### src/grwd_pkg.sv
`default_nettype none
package grwd_pkg;

   localparam int MAX_STEPS_DEF  = 8;
   localparam int CELL_SHIFT_DEF = 6;
   localparam int GRID_SIZE_DEF  = 8;

   localparam int FRAC_BITS    = 7;
   localparam int TRIG_SHIFT   = 14;
   localparam int CORDIC_STEPS = 15;
   localparam int CORDIC_START = 9949;
   localparam int MAP_STRIDE   = 8;
   localparam int QUEUE_DEPTH  = 2;

   localparam int ANGLE_W = 12;
   localparam int POS_W   = 16;
   localparam int DIST_W  = 17;
   localparam int MAP_W   = 64;
   localparam int TRIG_W  = 18;
   localparam int ZW      = 17;
   localparam int ITER_W  = 4;
   localparam int DEN_W   = 17;
   localparam int WIDE_W  = 24;
   localparam int NUM_W   = WIDE_W + TRIG_W;
   localparam int MAP_IDX_W = 6;

   localparam logic [ANGLE_W-1:0] ANG_ZERO    = 12'd0;
   localparam logic [ANGLE_W-1:0] ANG_QUARTER = 12'd1024;
   localparam logic [ANGLE_W-1:0] ANG_HALF    = 12'd2048;
   localparam logic [ANGLE_W-1:0] ANG_3QUART  = 12'd3072;

   localparam logic [DIST_W-1:0] DIST_MAX = 17'd131071;

   typedef struct packed {
      logic [POS_W-1:0]         px;
      logic [POS_W-1:0]         py;
      logic signed [TRIG_W-1:0] cos_v;
      logic signed [TRIG_W-1:0] sin_v;
      logic                     h_en;
      logic                     h_pos;
      logic                     v_en;
      logic                     v_pos;
   } ray_type;

   typedef struct packed {
      logic             start;
      logic [NUM_W-1:0] num;
      logic [DEN_W-1:0] den;
   } div_req_type;

   typedef enum logic [1:0] {
      F_IDLE,
      F_RUN,
      F_PUSH
   } front_state_type;

   typedef enum logic [3:0] {
      B_IDLE,
      B_PASS,
      B_GAP,
      B_MUL,
      B_STARTA,
      B_DIVA,
      B_CHECK,
      B_DIVB,
      B_NEXT,
      B_OUT
   } back_state_type;

   function automatic logic signed [ZW-1:0] cordic_atan(input logic [ITER_W-1:0] i);
      logic signed [ZW-1:0] v;
      case (i)
         4'd0: v = 17'sd8192;
         4'd1: v = 17'sd4836;
         4'd2: v = 17'sd2555;
         4'd3: v = 17'sd1297;
         4'd4: v = 17'sd651;
         4'd5: v = 17'sd326;
         4'd6: v = 17'sd163;
         4'd7: v = 17'sd81;
         4'd8: v = 17'sd41;
         4'd9: v = 17'sd20;
         4'd10: v = 17'sd10;
         4'd11: v = 17'sd5;
         4'd12: v = 17'sd3;
         4'd13: v = 17'sd1;
         4'd14: v = 17'sd1;
         default: v = 17'sd0;
      endcase
      return v;
   endfunction

endpackage
`default_nettype wire

### src/grwd_front.sv
`default_nettype none
module grwd_front (
   input  wire                           clock,
   input  wire                           reset,
   input  wire                           req_valid,
   output logic                          req_ready,
   input  wire [grwd_pkg::ANGLE_W-1:0]   req_ray_angle,
   input  wire [grwd_pkg::POS_W-1:0]     req_player_x,
   input  wire [grwd_pkg::POS_W-1:0]     req_player_y,
   output logic                          out_valid,
   input  wire                           out_ready,
   output grwd_pkg::ray_type             out_ray
);
   import grwd_pkg::*;

   front_state_type          state_ff, state_in;
   logic [ANGLE_W-1:0]       ang_ff;
   logic [POS_W-1:0]         px_ff, py_ff;
   logic signed [TRIG_W-1:0] x_ff, y_ff;
   logic signed [ZW-1:0]     z_ff;
   logic                     flip_ff;
   logic [ITER_W-1:0]        iter_ff;

   logic signed [17:0]       a_ext;
   logic signed [17:0]       z_start;
   logic                     flip_start;
   logic signed [TRIG_W-1:0] xs, ys;
   logic signed [ZW-1:0]     atan_v;
   logic signed [TRIG_W-1:0] cos_out, sin_out;

   always_comb begin
      a_ext      = $signed({2'b00, req_ray_angle, 4'b0000});
      flip_start = (req_ray_angle >= ANG_QUARTER) && (req_ray_angle < ANG_3QUART);
      if (flip_start) begin
         z_start = a_ext - 18'sd32768;
      end else if (req_ray_angle >= ANG_3QUART) begin
         z_start = a_ext - 18'sd65536;
      end else begin
         z_start = a_ext;
      end
      xs      = x_ff >>> iter_ff;
      ys      = y_ff >>> iter_ff;
      atan_v  = cordic_atan(iter_ff);
      cos_out = flip_ff ? -x_ff : x_ff;
      sin_out = flip_ff ? -y_ff : y_ff;
   end

   always_comb begin
      state_in = state_ff;
      case (state_ff)
         F_IDLE: begin
            if (req_valid) state_in = F_RUN;
         end
         F_RUN: begin
            if (iter_ff == ITER_W'(CORDIC_STEPS - 1)) state_in = F_PUSH;
         end
         F_PUSH: begin
            if (out_ready) state_in = F_IDLE;
         end
         default: state_in = F_IDLE;
      endcase
   end

   always_comb begin
      req_ready     = (state_ff == F_IDLE);
      out_valid     = (state_ff == F_PUSH);
      out_ray.px    = px_ff;
      out_ray.py    = py_ff;
      out_ray.cos_v = cos_out;
      out_ray.sin_v = sin_out;
      out_ray.h_en  = (ang_ff != ANG_ZERO) && (ang_ff != ANG_HALF) && (sin_out != '0);
      out_ray.h_pos = (ang_ff < ANG_HALF);
      out_ray.v_en  = (ang_ff != ANG_QUARTER) && (ang_ff != ANG_3QUART) && (cos_out != '0);
      out_ray.v_pos = !((ang_ff > ANG_QUARTER) && (ang_ff < ANG_3QUART));
   end

   always_ff @(posedge clock) begin
      if (reset) begin
         state_ff <= F_IDLE;
      end else begin
         state_ff <= state_in;
      end
   end

   always_ff @(posedge clock) begin
      if (state_ff == F_IDLE) begin
         ang_ff  <= req_ray_angle;
         px_ff   <= req_player_x;
         py_ff   <= req_player_y;
         flip_ff <= flip_start;
         x_ff    <= TRIG_W'(CORDIC_START);
         y_ff    <= '0;
         z_ff    <= z_start[ZW-1:0];
         iter_ff <= '0;
      end else if (state_ff == F_RUN) begin
         if (z_ff >= 0) begin
            x_ff <= x_ff - ys;
            y_ff <= y_ff + xs;
            z_ff <= z_ff - atan_v;
         end else begin
            x_ff <= x_ff + ys;
            y_ff <= y_ff - xs;
            z_ff <= z_ff + atan_v;
         end
         iter_ff <= iter_ff + 1'b1;
      end
   end

endmodule
`default_nettype wire

### src/grwd_fifo.sv
`default_nettype none
module grwd_fifo #(
   parameter int WIDTH = 8,
   parameter int DEPTH = grwd_pkg::QUEUE_DEPTH
) (
   input  wire              clock,
   input  wire              reset,
   input  wire              in_valid,
   output logic             in_ready,
   input  wire [WIDTH-1:0]  in_data,
   output logic             out_valid,
   input  wire              out_ready,
   output logic [WIDTH-1:0] out_data
);
   localparam int PTR_W = (DEPTH > 1) ? $clog2(DEPTH) : 1;
   localparam int CNT_W = $clog2(DEPTH + 1);

   logic [WIDTH-1:0] mem_ff [DEPTH];
   logic [PTR_W-1:0] wr_ff, rd_ff;
   logic [CNT_W-1:0] count_ff;
   logic             push, pop;

   assign in_ready  = (count_ff != CNT_W'(DEPTH));
   assign out_valid = (count_ff != '0);
   assign out_data  = mem_ff[rd_ff];
   assign push      = in_valid && in_ready;
   assign pop       = out_valid && out_ready;

   always_ff @(posedge clock) begin
      if (reset) begin
         wr_ff    <= '0;
         rd_ff    <= '0;
         count_ff <= '0;
      end else begin
         if (push) begin
            wr_ff <= (wr_ff == PTR_W'(DEPTH - 1)) ? '0 : wr_ff + 1'b1;
         end
         if (pop) begin
            rd_ff <= (rd_ff == PTR_W'(DEPTH - 1)) ? '0 : rd_ff + 1'b1;
         end
         if (push && !pop) begin
            count_ff <= count_ff + 1'b1;
         end else if (pop && !push) begin
            count_ff <= count_ff - 1'b1;
         end
      end
   end

   always_ff @(posedge clock) begin
      if (push) begin
         mem_ff[wr_ff] <= in_data;
      end
   end

endmodule
`default_nettype wire

### src/grwd_div.sv
`default_nettype none
module grwd_div (
   input  wire                             clock,
   input  wire                             reset,
   input  wire grwd_pkg::div_req_type      req,
   output logic                            done,
   output logic [grwd_pkg::NUM_W-1:0]      quot,
   output logic                            rem_nz
);
   import grwd_pkg::*;

   localparam int CNT_W = $clog2(NUM_W + 1);

   logic                 run_ff;
   logic                 done_ff;
   logic [CNT_W-1:0]     cnt_ff;
   logic [NUM_W-1:0]     num_ff;
   logic [DEN_W-1:0]     rem_ff;
   logic [DEN_W-1:0]     den_ff;
   logic [DEN_W:0]       trial;
   logic [DEN_W:0]       diff;
   logic                 fits;

   always_comb begin
      trial = {rem_ff, num_ff[NUM_W-1]};
      fits  = (trial >= {1'b0, den_ff});
      diff  = trial - {1'b0, den_ff};
   end

   assign done   = done_ff;
   assign quot   = num_ff;
   assign rem_nz = (rem_ff != '0);

   always_ff @(posedge clock) begin
      if (reset) begin
         run_ff  <= 1'b0;
         done_ff <= 1'b0;
      end else begin
         done_ff <= 1'b0;
         if (req.start) begin
            run_ff <= 1'b1;
         end else if (run_ff && (cnt_ff == CNT_W'(NUM_W - 1))) begin
            run_ff  <= 1'b0;
            done_ff <= 1'b1;
         end
      end
   end

   always_ff @(posedge clock) begin
      if (req.start) begin
         num_ff <= req.num;
         den_ff <= req.den;
         rem_ff <= '0;
         cnt_ff <= '0;
      end else if (run_ff) begin
         rem_ff <= fits ? diff[DEN_W-1:0] : trial[DEN_W-1:0];
         num_ff <= {num_ff[NUM_W-2:0], fits};
         cnt_ff <= cnt_ff + 1'b1;
      end
   end

endmodule
`default_nettype wire

### src/grwd_back.sv
`default_nettype none
module grwd_back #(
   parameter int MAX_STEPS  = grwd_pkg::MAX_STEPS_DEF,
   parameter int CELL_SHIFT = grwd_pkg::CELL_SHIFT_DEF,
   parameter int GRID_SIZE  = grwd_pkg::GRID_SIZE_DEF
) (
   input  wire                            clock,
   input  wire                            reset,
   input  wire                            in_valid,
   output logic                           in_ready,
   input  wire grwd_pkg::ray_type         in_ray,
   input  wire [grwd_pkg::MAP_W-1:0]      wall_map,
   output logic                           rsp_valid,
   input  wire                            rsp_ready,
   output logic [grwd_pkg::DIST_W-1:0]    rsp_wall_distance,
   output logic                           rsp_vertical_hit,
   output logic                           rsp_hit_found
);
   import grwd_pkg::*;

   localparam int CELL_BITS = CELL_SHIFT + FRAC_BITS;
   localparam int STEP_W    = $clog2(MAX_STEPS + 1);
   localparam logic signed [WIDE_W-1:0] GRID_A = WIDE_W'(GRID_SIZE);
   localparam logic signed [NUM_W-1:0]  GRID_C = NUM_W'(GRID_SIZE);

   back_state_type           state_ff, state_in;
   ray_type                  ent_ff;
   logic                     pass_ff;
   logic [STEP_W-1:0]        step_ff;
   logic signed [WIDE_W-1:0] line_ff;
   logic [WIDE_W-1:0]        gap_ff;
   logic signed [NUM_W-1:0]  prod_ff;
   logic signed [NUM_W-1:0]  across_ff;
   logic [NUM_W-1:0]         best_ff;
   logic                     found_ff, vert_ff;
   logic                     rsp_valid_ff;
   logic [DIST_W-1:0]        dist_ff;
   logic                     rvert_ff, rfound_ff;

   logic signed [WIDE_W-1:0] p_s, q_s, line_start, line_pos, gap_n, along_idx;
   logic                     pos, en;
   logic signed [TRIG_W-1:0] along_t, cross_t, den_s;
   logic [DEN_W-1:0]         den;
   logic signed [NUM_W-1:0]  prod_n, q_c, fdiv, across_idx;
   logic [NUM_W-1:0]         prod_mag;
   logic                     in_grid, wall;
   logic [2:0]               col, row;
   logic [MAP_IDX_W-1:0]     map_idx;
   logic                     last_step;
   div_req_type              dreq;
   logic                     ddone, drem_nz;
   logic [NUM_W-1:0]         dquot;

   grwd_div u_div (
      .clock  (clock),
      .reset  (reset),
      .req    (dreq),
      .done   (ddone),
      .quot   (dquot),
      .rem_nz (drem_nz)
   );

   always_comb begin
      p_s        = pass_ff ? WIDE_W'(ent_ff.px) : WIDE_W'(ent_ff.py);
      q_s        = pass_ff ? WIDE_W'(ent_ff.py) : WIDE_W'(ent_ff.px);
      pos        = pass_ff ? ent_ff.v_pos : ent_ff.h_pos;
      en         = pass_ff ? ent_ff.v_en : ent_ff.h_en;
      along_t    = pass_ff ? ent_ff.cos_v : ent_ff.sin_v;
      cross_t    = pass_ff ? ent_ff.sin_v : ent_ff.cos_v;
      den_s      = (along_t < 0) ? -along_t : along_t;
      den        = den_s[DEN_W-1:0];
      line_start = (p_s >>> CELL_BITS) + (pos ? WIDE_W'(1) : WIDE_W'(0));
      line_pos   = line_ff <<< CELL_BITS;
      gap_n      = pos ? (line_pos - p_s) : (p_s - line_pos);
      prod_n     = $signed(gap_ff) * cross_t;
      prod_mag   = (prod_ff < 0) ? NUM_W'(-prod_ff) : NUM_W'(prod_ff);
      q_c        = NUM_W'(q_s);
      fdiv       = (prod_ff < 0) ? -$signed(dquot + NUM_W'(drem_nz)) : $signed(dquot);
      across_idx = across_ff >>> CELL_BITS;
      along_idx  = pos ? line_ff : line_ff - WIDE_W'(1);
      in_grid    = (across_idx >= 0) && (across_idx < GRID_C) &&
                   (along_idx >= 0) && (along_idx < GRID_A);
      col        = pass_ff ? along_idx[2:0] : across_idx[2:0];
      row        = pass_ff ? across_idx[2:0] : along_idx[2:0];
      map_idx    = MAP_IDX_W'(col * MAP_STRIDE + row);
      wall       = in_grid && wall_map[map_idx];
      last_step  = (step_ff == STEP_W'(MAX_STEPS - 1));
   end

   always_comb begin
      state_in = state_ff;
      case (state_ff)
         B_IDLE: begin
            if (in_valid && !rsp_valid_ff) state_in = B_PASS;
         end
         B_PASS:   state_in = en ? B_GAP : B_NEXT;
         B_GAP:    state_in = B_MUL;
         B_MUL:    state_in = B_STARTA;
         B_STARTA: state_in = B_DIVA;
         B_DIVA: begin
            if (ddone) state_in = B_CHECK;
         end
         B_CHECK: begin
            if (wall) begin
               state_in = B_DIVB;
            end else if (last_step) begin
               state_in = B_NEXT;
            end else begin
               state_in = B_GAP;
            end
         end
         B_DIVB: begin
            if (ddone) state_in = B_NEXT;
         end
         B_NEXT:   state_in = pass_ff ? B_OUT : B_PASS;
         B_OUT:    state_in = B_IDLE;
         default:  state_in = B_IDLE;
      endcase
   end

   always_comb begin
      in_ready   = (state_ff == B_IDLE) && !rsp_valid_ff;
      dreq.den   = den;
      dreq.start = 1'b0;
      dreq.num   = prod_mag;
      case (state_ff)
         B_STARTA: dreq.start = 1'b1;
         B_CHECK: begin
            dreq.start = wall;
            dreq.num   = NUM_W'(gap_ff) << TRIG_SHIFT;
         end
         default: dreq.start = 1'b0;
      endcase
   end

   always_ff @(posedge clock) begin
      if (reset) begin
         state_ff     <= B_IDLE;
         rsp_valid_ff <= 1'b0;
      end else begin
         state_ff <= state_in;
         if (state_ff == B_OUT) begin
            rsp_valid_ff <= 1'b1;
         end else if (rsp_ready) begin
            rsp_valid_ff <= 1'b0;
         end
      end
   end

   always_ff @(posedge clock) begin
      case (state_ff)
         B_IDLE: begin
            ent_ff   <= in_ray;
            pass_ff  <= 1'b0;
            found_ff <= 1'b0;
            vert_ff  <= 1'b0;
            best_ff  <= '0;
         end
         B_PASS: begin
            line_ff <= line_start;
            step_ff <= '0;
         end
         B_GAP: gap_ff <= gap_n[WIDE_W-1:0];
         B_MUL: prod_ff <= prod_n;
         B_DIVA: begin
            if (ddone) across_ff <= q_c + fdiv;
         end
         B_CHECK: begin
            if (!wall) begin
               line_ff <= pos ? line_ff + WIDE_W'(1) : line_ff - WIDE_W'(1);
               step_ff <= step_ff + 1'b1;
            end
         end
         B_DIVB: begin
            if (ddone) begin
               if (!pass_ff) begin
                  best_ff  <= dquot;
                  found_ff <= 1'b1;
               end else if (!found_ff || (dquot < best_ff)) begin
                  best_ff  <= dquot;
                  found_ff <= 1'b1;
                  vert_ff  <= 1'b1;
               end
            end
         end
         B_NEXT: pass_ff <= 1'b1;
         B_OUT: begin
            if (!found_ff || (best_ff > NUM_W'(DIST_MAX))) begin
               dist_ff <= DIST_MAX;
            end else begin
               dist_ff <= best_ff[DIST_W-1:0];
            end
            rvert_ff  <= vert_ff;
            rfound_ff <= found_ff;
         end
         default: ;
      endcase
   end

   assign rsp_valid         = rsp_valid_ff;
   assign rsp_wall_distance = dist_ff;
   assign rsp_vertical_hit  = rvert_ff;
   assign rsp_hit_found     = rfound_ff;

endmodule
`default_nettype wire

### src/grid_ray_wall_distance.sv
`default_nettype none
// Casts one ray per item over an 8x8 wall bitmap and returns the distance to the
// nearest wall, whether that wall lies on a vertical grid line, and a hit flag.
// The front computes cos and sin with an iterative CORDIC and hands the ray to a
// two-item queue; the back walks the horizontal and then the vertical grid lines
// with one shared bit-serial divider. Each crossing visited costs one division
// and a hit one further division; a pass is skipped when the ray runs parallel
// to its lines, and each pass visits at most MAX_STEPS crossings.
// The front overlaps its CORDIC with the back. The wall map is written through
// the configuration port at any address with paddr[3] low and resets to an empty
// map; write it only while the block is idle, which the block does not enforce.
module grid_ray_wall_distance #(
   parameter int MAX_STEPS  = grwd_pkg::MAX_STEPS_DEF,
   parameter int CELL_SHIFT = grwd_pkg::CELL_SHIFT_DEF,
   parameter int GRID_SIZE  = grwd_pkg::GRID_SIZE_DEF
) (
   input  wire                          clock,
   input  wire                          reset,
   input  wire                          req_valid,
   output logic                         req_ready,
   input  wire [grwd_pkg::ANGLE_W-1:0]  req_ray_angle,
   input  wire [grwd_pkg::POS_W-1:0]    req_player_x,
   input  wire [grwd_pkg::POS_W-1:0]    req_player_y,
   output logic                         rsp_valid,
   input  wire                          rsp_ready,
   output logic [grwd_pkg::DIST_W-1:0]  rsp_wall_distance,
   output logic                         rsp_vertical_hit,
   output logic                         rsp_hit_found,
   input  wire                          psel,
   input  wire                          penable,
   input  wire                          pwrite,
   input  wire [3:0]                    paddr,
   input  wire [grwd_pkg::MAP_W-1:0]    pwdata,
   output logic [grwd_pkg::MAP_W-1:0]   prdata,
   output logic                         pready
);
   import grwd_pkg::*;

   logic [MAP_W-1:0] wall_map_ff;
   logic             map_sel;
   logic             f_valid, f_ready;
   ray_type          f_ray;
   logic             q_valid, q_ready;
   ray_type          q_ray;

   assign map_sel = (paddr[3] == 1'b0);
   assign pready  = 1'b1;
   assign prdata  = map_sel ? wall_map_ff : '0;

   always_ff @(posedge clock) begin
      if (reset) begin
         wall_map_ff <= '0;
      end else if (psel && penable && pwrite && map_sel) begin
         wall_map_ff <= pwdata;
      end
   end

   grwd_front u_front (
      .clock         (clock),
      .reset         (reset),
      .req_valid     (req_valid),
      .req_ready     (req_ready),
      .req_ray_angle (req_ray_angle),
      .req_player_x  (req_player_x),
      .req_player_y  (req_player_y),
      .out_valid     (f_valid),
      .out_ready     (f_ready),
      .out_ray       (f_ray)
   );

   grwd_fifo #(
      .WIDTH ($bits(ray_type)),
      .DEPTH (QUEUE_DEPTH)
   ) u_queue (
      .clock     (clock),
      .reset     (reset),
      .in_valid  (f_valid),
      .in_ready  (f_ready),
      .in_data   (f_ray),
      .out_valid (q_valid),
      .out_ready (q_ready),
      .out_data  (q_ray)
   );

   grwd_back #(
      .MAX_STEPS  (MAX_STEPS),
      .CELL_SHIFT (CELL_SHIFT),
      .GRID_SIZE  (GRID_SIZE)
   ) u_back (
      .clock             (clock),
      .reset             (reset),
      .in_valid          (q_valid),
      .in_ready          (q_ready),
      .in_ray            (q_ray),
      .wall_map          (wall_map_ff),
      .rsp_valid         (rsp_valid),
      .rsp_ready         (rsp_ready),
      .rsp_wall_distance (rsp_wall_distance),
      .rsp_vertical_hit  (rsp_vertical_hit),
      .rsp_hit_found     (rsp_hit_found)
   );

   a_miss_saturates : assert property (@(posedge clock) disable iff (reset)
      (rsp_valid && !rsp_hit_found) |-> (rsp_wall_distance == DIST_MAX && !rsp_vertical_hit))
      else $error("miss result without saturated distance");

   a_pop_output_free : assert property (@(posedge clock) disable iff (reset)
      (q_valid && q_ready) |-> !rsp_valid)
      else $error("queue popped while a result is still held");

   a_front_push_room : assert property (@(posedge clock) disable iff (reset)
      (f_valid && f_ready) |=> q_valid)
      else $error("queue empty after a push");

endmodule
`default_nettype wire
### config.mk
export PLATFORM = sky130hd
export DESIGN_NAME = grid_ray_wall_distance
export DESIGN_NICKNAME = d
export VERILOG_FILES = /design/src/grwd_pkg.sv /design/src/grwd_front.sv /design/src/grwd_fifo.sv /design/src/grwd_div.sv /design/src/grwd_back.sv /design/src/grid_ray_wall_distance.sv
export SDC_FILE = /design/constraint.sdc
export NUM_CORES = 2
export LEC_CHECK = 0
export BUFFER_PORTS_ARGS = -buffer_cell sky130_fd_sc_hd__buf_4
export CAP_MARGIN = 40
export CORE_UTILIZATION = 40
export DETAILED_ROUTE_END_ITERATION = 8
export GPL_TIMING_DRIVEN = 0
export HOLD_SLACK_MARGIN = 0.06
export SYNTH_ARGS = -nofsm -noshare
export SYNTH_HDL_FRONTEND = slang
export SYNTH_SLANG_ARGS = --single-unit
### constraint.sdc
create_clock -name clock -period 10.9 [get_ports clock]
set_clock_uncertainty 0.2 [all_clocks]
set_input_delay 1.635 -clock clock [delete_from_list [all_inputs] [get_ports clock]]
set_output_delay 1.635 -clock clock [all_outputs]
set_load 0.01 [all_outputs]
# After elaboration in Yosys (flattened, before gate mapping)
# Memory sizes are Yosys's and may differ from the RTL's. A register that Yosys moved wholly into a read port is not among the register bits.
# Index checks and enable logic that the tools add are counted.
# word_totals
register_bits	461
latchBits	0
ram_bits	144
romBits	224
inputBits	119
output_inout_bits	86
memories	2
# op_classes
addsub	29
mul	1
div	0
n_lt_le_gt_ge	17
n_eq_ne	28
shift	2
n_mux	73
bitwise_logic	1
n_reduce_logical	49
# mem_list
name	words	width	rd	rd_ports_with_merged_regs	write_ports	line_no	text
(no name shown)	16	14	1	1	0	grwd_pkg.sv:72	case (i)
u_queue.mem_ff	2	72	1	1	1	grwd_fifo.sv:18	logic [WIDTH-1:0] mem_ff [DEPTH];
# op_table
op	n
42-bit two-way mux	8
17-bit two-way mux	7
18-bit two-way mux	6
24-bit two-way mux	4
42-bit negation	2
42-bit case mux with 2 select lines	1
64-bit two-way mux	1
24-bit case mux with 2 select lines	1
24-bit subtractor	2
24-bit by 42-bit adder with 42-bit output	1
42-bit by 1-bit adder with 42-bit output	1
42-bit by 17-bit greater-than comparator with 1-bit output (second input constant)	1
42-bit by 1-bit < comparator with 1-bit output (second input constant)	1
42-bit < comparator	1
24-bit by 18-bit multiplier with 42-bit output	1
4-bit two-way mux	10
18-bit adder	2
12-bit < comparator (second input constant)	3
18-bit negation	2
4-bit case mux with 9 select lines	1
18-bit nonzero test	2
18-bit by 4-bit >>> shifter with 18-bit output	2
18-bit subtractor	2
17-bit subtractor	2
other kinds (57)	136

# Logic depth before layout (Yosys ltp)
# depth
depth_word	9
mapped_depth	35
ltp_nobuf	28

# By module
# From an unflattened synthesis, not the netlist that was laid out.
# hier_totals
cells_unflattened	5805
area_unflattened_um2	57664.1
# modules_own_cells
mod	n_inst	cells_per_inst	area_each_um2
grwd_back	1	3740	34605.7
grwd_front	1	1091	9870.7
grwd_fifo	1	248	5407.7
grwd_div	1	375	4423.0
grid_ray_wall_distance	1	351	3357.0

# Worst setup path after synthesis
# OpenSTA, ideal clock, no wires.
# synth_path
path_kind	flip-flop to flip-flop
start	register u_back.pass_ff
end	register u_back.prod_ff[40], data pin
setup_time_ns	0.258
arrival_time_ns	8.786
required_time_ns	10.442
setup_slack_ns	1.657
stages_incl_launch_ff	34
path_buffers	9
cell_sequence	edfxtp_1 buf_2 buf_2 buf_2 buf_2 buf_1 clkbuf_1 clkbuf_1 buf_2 mux2_2 clkbuf_1 nand2_1 fa_1 inv_1 fa_1 fa_1 fa_1 fa_1 inv_1 fa_1 inv_1 ha_1 a21o_1 a21o_1 a21oi_1 o21ai_0 a31o_2 a21o_1 a221oi_1 nand2_1 a221oi_1 o21ai_0 a21oi_1 xnor2_1
# synth_via
elab_chain_len	2
# synth_rtl
item	line_no	text
start, declared	grwd_back.sv:28	logic pass_ff;
start signal, assigned	grwd_back.sv:154	pass_ff <= 1'b0;
start signal, assigned	grwd_back.sv:186	B_NEXT: pass_ff <= 1'b1;
18-bit two-way mux	grwd_back.sv:69	cross_t = pass_ff ? ent_ff.sin_v : ent_ff.cos_v;
24-bit by 18-bit multiplier with 42-bit output	grwd_back.sv:75	prod_n = $signed(gap_ff) * cross_t;
named net u_back.prod_n[40]	grwd_back.sv:44	logic signed [NUM_W-1:0] prod_n, q_c, fdiv, across_idx;
end signal, assigned	grwd_back.sv:164	B_MUL: prod_ff <= prod_n;
end, declared	grwd_back.sv:32	logic signed [NUM_W-1:0] prod_ff;
# The timed path passes the listed nets, and every way through them passes these cells.
# A chain may end at the register's enable or synchronous reset.

# Final worst setup path
# Ends and elaborated chain as after synthesis.

==> results_tabular.tex <==
\begin{tabular}{lr}
\hline
Metric & Value \\
\hline
\multicolumn{2}{l}{\textbf{Hold path}} \\
Start point of the worst hold path & u\_front.px\_ff[5] \\
Type of the worst min-delay path & flop to flop \\
\multicolumn{2}{l}{\textbf{Global routing}} \\
Total gr overflow & 0 \\
Number of global-route vias before repair & between 40000 and 50000 \\
Number of antenna violations at the first check in global routing & 6 \\
Maximum number of pins on one net before global-route repair & 53 \\
GRT Resource Usage Total & roughly 23\% \\
Wire length of the first global-routing pass & about 250000 um \\
\multicolumn{2}{l}{\textbf{Critical path}} \\
Setup slack, reg-to-reg & 370 ps \\
Capture instance of the worst register-to-register path & u\_back.prod\_ff[40] \\
Crit Reg-Reg Startpoint & u\_back.pass\_ff \\
Instance count on the critical path & 31 \\
Slowest stage cell on the critical path & sky130\_fd\_sc\_hd\_\_fa\_1 \\
R2R cell count & 31 \\
Count of buffering cells on the critical path with inverters included & 10 \\
Worst Setup End Kind & flop \\
Critical path fanouts, max & 28 \\
Largest incremental delay on the critical path & about 640 ps \\
CP Launch Point & u\_back.pass\_ff \\
Endpoint of the most critical setup path & u\_back.prod\_ff[40] \\
Arrival time of the worst setup path & $\sim$11000 ps \\
Setup Crit Path Kind & flop to flop \\
Critical path's most frequent cell & sky130\_fd\_sc\_hd\_\_fa\_1 \\
Crit path required time & around 11000 ps \\
Cell class contributing the biggest share of worst-path delay & adder cells \\
Startpoint type of the worst setup path & flop \\
\multicolumn{2}{l}{\textbf{Synth}} \\
Primary FF master, synth & sky130\_fd\_sc\_hd\_\_edfxtp\_1 \\
Number of flops mapped to enable cells by yosys & approximately 520 \\
Post-Synthesis Net Count & roughly 6500 \\
Largest area contributor in the netlist & sky130\_fd\_sc\_hd\_\_edfxtp\_1 \\
Synthesis Warnings & 0 \\
Distinct cells, synth & 100 \\
Fraction of registers with async set or reset after synthesis & 0\% \\
Fraction of synthesized cell area taken by the top area cell type & between 20\% and 30\% \\
Post-synth design cell area & roughly 55000 um\^{}2 \\
Share of synthesized area occupied by flip-flops and latches & about a third \\
Top post-synthesis cells by area & sky130\_fd\_sc\_hd\_\_edfxtp\_1, sky130\_fd\_sc\_hd\_\_fa\_1, sky130\_fd\_sc\_hd\_\_ha\_1, sky130\_fd\_sc\_hd\_\_dfxtp\_1, sky130\_fd\_sc\_hd\_\_inv\_1 \\
Syn Inst Count & between 5000 and 6000 \\
Synthesis-stage register bit count & 678 \\
Post-synthesis average cell area & roughly 9.8 um\^{}2 \\
\multicolumn{2}{l}{\textbf{Timing}} \\
Transition time at the pin with the least slew margin & between 900 and 1000 ps \\
Fmax achieved & about 0.095 GHz \\
RSZ-0062 raised after global routing & no \\
Normalized max-slew margin & between 30 and 40\% \\
Clock period minus worst slack & about 11000 ps \\
Post-route worst hold slack & $\sim$240 ps \\
Post-route clock period utilization & between 90 and 100\% \\
Final Hold Violating Endpoints & 0 \\
Final Max Tran Viols & 0 \\
Final Setup Violations & 0 \\
\multicolumn{2}{l}{\textbf{Placement}} \\
Gpl congestion & between 0.9 and 1 \\
Dpl hpwl & about 130000 um \\
Total of buffers placed on input and output ports & 200 \\
\multicolumn{2}{l}{\textbf{Layout}} \\
Area of the multi-input gates & between 30000 and 40000 um\^{}2 \\
Most frequent standard cell in the layout excluding fill and tap cells & sky130\_fd\_sc\_hd\_\_inv\_1 \\
Filler Cells Inserted & about 13000 \\
FF+latch area & 18800 um\^{}2 \\
Share of final-layout standard cells stronger than drive strength 1 & 10.7\% \\
Commonest cells after routing, fill and taps aside & sky130\_fd\_sc\_hd\_\_inv\_1, sky130\_fd\_sc\_hd\_\_nand2\_1, sky130\_fd\_sc\_hd\_\_edfxtp\_1 \\
Number of nets in the layout & between 6000 and 7000 \\
Synth-to-layout area growth & 12.7\% \\
\multicolumn{2}{l}{\textbf{Clocking}} \\
Number of hold buffers added after cts & 0 \\
Clock latency on the worst-skew pair & 690 ps \\
Clock root buffer & sky130\_fd\_sc\_hd\_\_clkbuf\_16 \\
Clock buffer count from CTS & 73 \\
Number of H-tree levels & 3 \\
Number of clock sinks & a little under 700 \\
Number of buffers inserted by post-CTS setup repair & 0 \\
Clock transition at the registers of the reported paths & approximately 60 ps \\
CTS tree & done \\
Maximum buffer depth of the clock tree & 3 \\
\multicolumn{2}{l}{\textbf{Job}} \\
Max Cap Violations & 0 \\
\multicolumn{2}{l}{\textbf{Detailed routing}} \\
Post-detailed-route wirelength per cell & around 20 um \\
Number of antenna-violating nets in the routed design & 0 \\
DRC Markers & 0 \\
Routed Wire Length & 160000 um \\
First DRT Iteration DRCs & 3656 \\
DRT Pass-1 Iters & 5 \\
Vias & between 40000 and 50000 \\
DR vias/cell & 5.41 \\
\multicolumn{2}{l}{\textbf{Status}} \\
Outcome & finished, final reports clean \\
\multicolumn{2}{l}{\textbf{Floorplan}} \\
Site Rows & roughly 140 \\
Die Area & between 100000 and 150000 um\^{}2 \\
Die Width & $\sim$370 um \\
Starting density of the core & between 40\% and 50\% \\
Top Ports & roughly 210 \\
Placeable Area & roughly 140000 um\^{}2 \\
Height of the chip & about 370 um \\
\hline
\end{tabular}
==> sequential cells by signal, indices dropped and copies added, names as in the netlist, 6 cells and up <==
signal / cells
u_back.across_ff: 29
u_front.x_ff: 18
u_front.py_ff: 16
u_back.u_div.den_ff: 17
u_back.prod_ff: 42
u_back.u_div.quot: 42
u_front.atan_v: 14
u_front.z_ff: 17
u_back.best_ff: 42
u_back.ent_ff: 72
u_queue.mem_ff: 144
wall_map_ff: 64
u_front.px_ff: 16
u_back.rsp_wall_distance: 17
u_back.gap_ff: 24
u_front.y_ff: 18
u_front.ang_ff: 12
u_back.u_div.rem_ff: 17
u_back.line_ff: 24
u_back.u_div.cnt_ff: 6
==> worst register-to-register path: cells and delay by family (launching register included) <==
family                     cells  cell delay (ps)
buffers and inverters         10             2460
and+or+nand+nor                2              290
muxes                          1              420
AOI/OAI and AO/OA             10             2500
adders and majority gates      7             3600
xor gates and xnor gates       1              300
DFF                            1              490
==> area by class of cell <==
cell class,count,area share (%)
Clock inverter,47,0.959
Multi-Input combinational cell,3948,52.6
Sequential cell,678,30.1
Timing Repair Buffer,252,3.48
Clock buffer,87,3.07
Tap cell,1794,3.59
Buffer,282,1.81
Antenna cell,4,0.0160
Inverter,728,4.37
==> through the flow <==
step                      instance area, um^2  util (%)  TNS (ps)  instances  worst slack [ps]
after floorplan                         55500         -         0       5640              1660
after global placement                  59200      43.1   -231390       7634             -3050
after detailed placement                60000      43.6     -7240       7685             -1530
after CTS                               62500      45.4         0       7816              32.3
after global routing                    62500      45.5         0       7820              9.61
final                                   62500      45.5         0       7820               374
==> worst min path at each step <==
stage / slack (ps) / cells past startpoint / to
6_report: 240 / 0 / u_queue.mem_ff[1][61]
5_1_grt: 240 / 0 / u_queue.mem_ff[0][61]
4_1_cts: 240 / 0 / u_queue.mem_ff[0][61]
3_5_place_dp: 230 / 0 / u_queue.mem_ff[1][61]
3_3_place_gp: 220 / 0 / u_queue.mem_ff[1][40]
2_1_floorplan: 200 / 0 / u_back.rsp_vertical_hit
==> cell usage after synthesis (87+ instances only) <==
library cell                 n
sky130_fd_sc_hd__a21oi_1   288
sky130_fd_sc_hd__and2_1    210
sky130_fd_sc_hd__clkbuf_1  212
sky130_fd_sc_hd__dfxtp_1   154
sky130_fd_sc_hd__edfxtp_1  524
sky130_fd_sc_hd__fa_1      430
sky130_fd_sc_hd__ha_1      304
sky130_fd_sc_hd__inv_1     726
sky130_fd_sc_hd__mux2_2    125
sky130_fd_sc_hd__mux2i_1    87
sky130_fd_sc_hd__nand2_1   698
sky130_fd_sc_hd__nor2_1    284
sky130_fd_sc_hd__nor2b_1   103
sky130_fd_sc_hd__o21ai_0   237
sky130_fd_sc_hd__xnor2_1   207
sky130_fd_sc_hd__xor2_1    118
==> timing repair <==
item / in CTS / in global routing
gates resized for setup: 3 / 17
cloned: 0 / 0
endpoints found under the setup margin: 13 / 3
==> cells by family after synthesis <==
group,synth area share [%]
DFF,33.9
and+or+nand+nor,14.8
muxes,6.26
other,0.00676
xor gates and xnor gates,5.13
buffers and inverters,6.96
AOI/OAI and AO/OA,10.6
adders and majority gates,22.4
==> routing by layer <==
metal	global-route usage (%)	up-vias	routed length (um)
met5	0	-	13
met4	8.20	2	5900
met3	3.50	278	10100
met2	37.2	1281	75600
met1	30.3	21000	68500
li1	-	19800	-
Power is left out: the tool's default activity adds up to more than one toggle a clock period on the data nets, which glitch-free logic cannot reach.
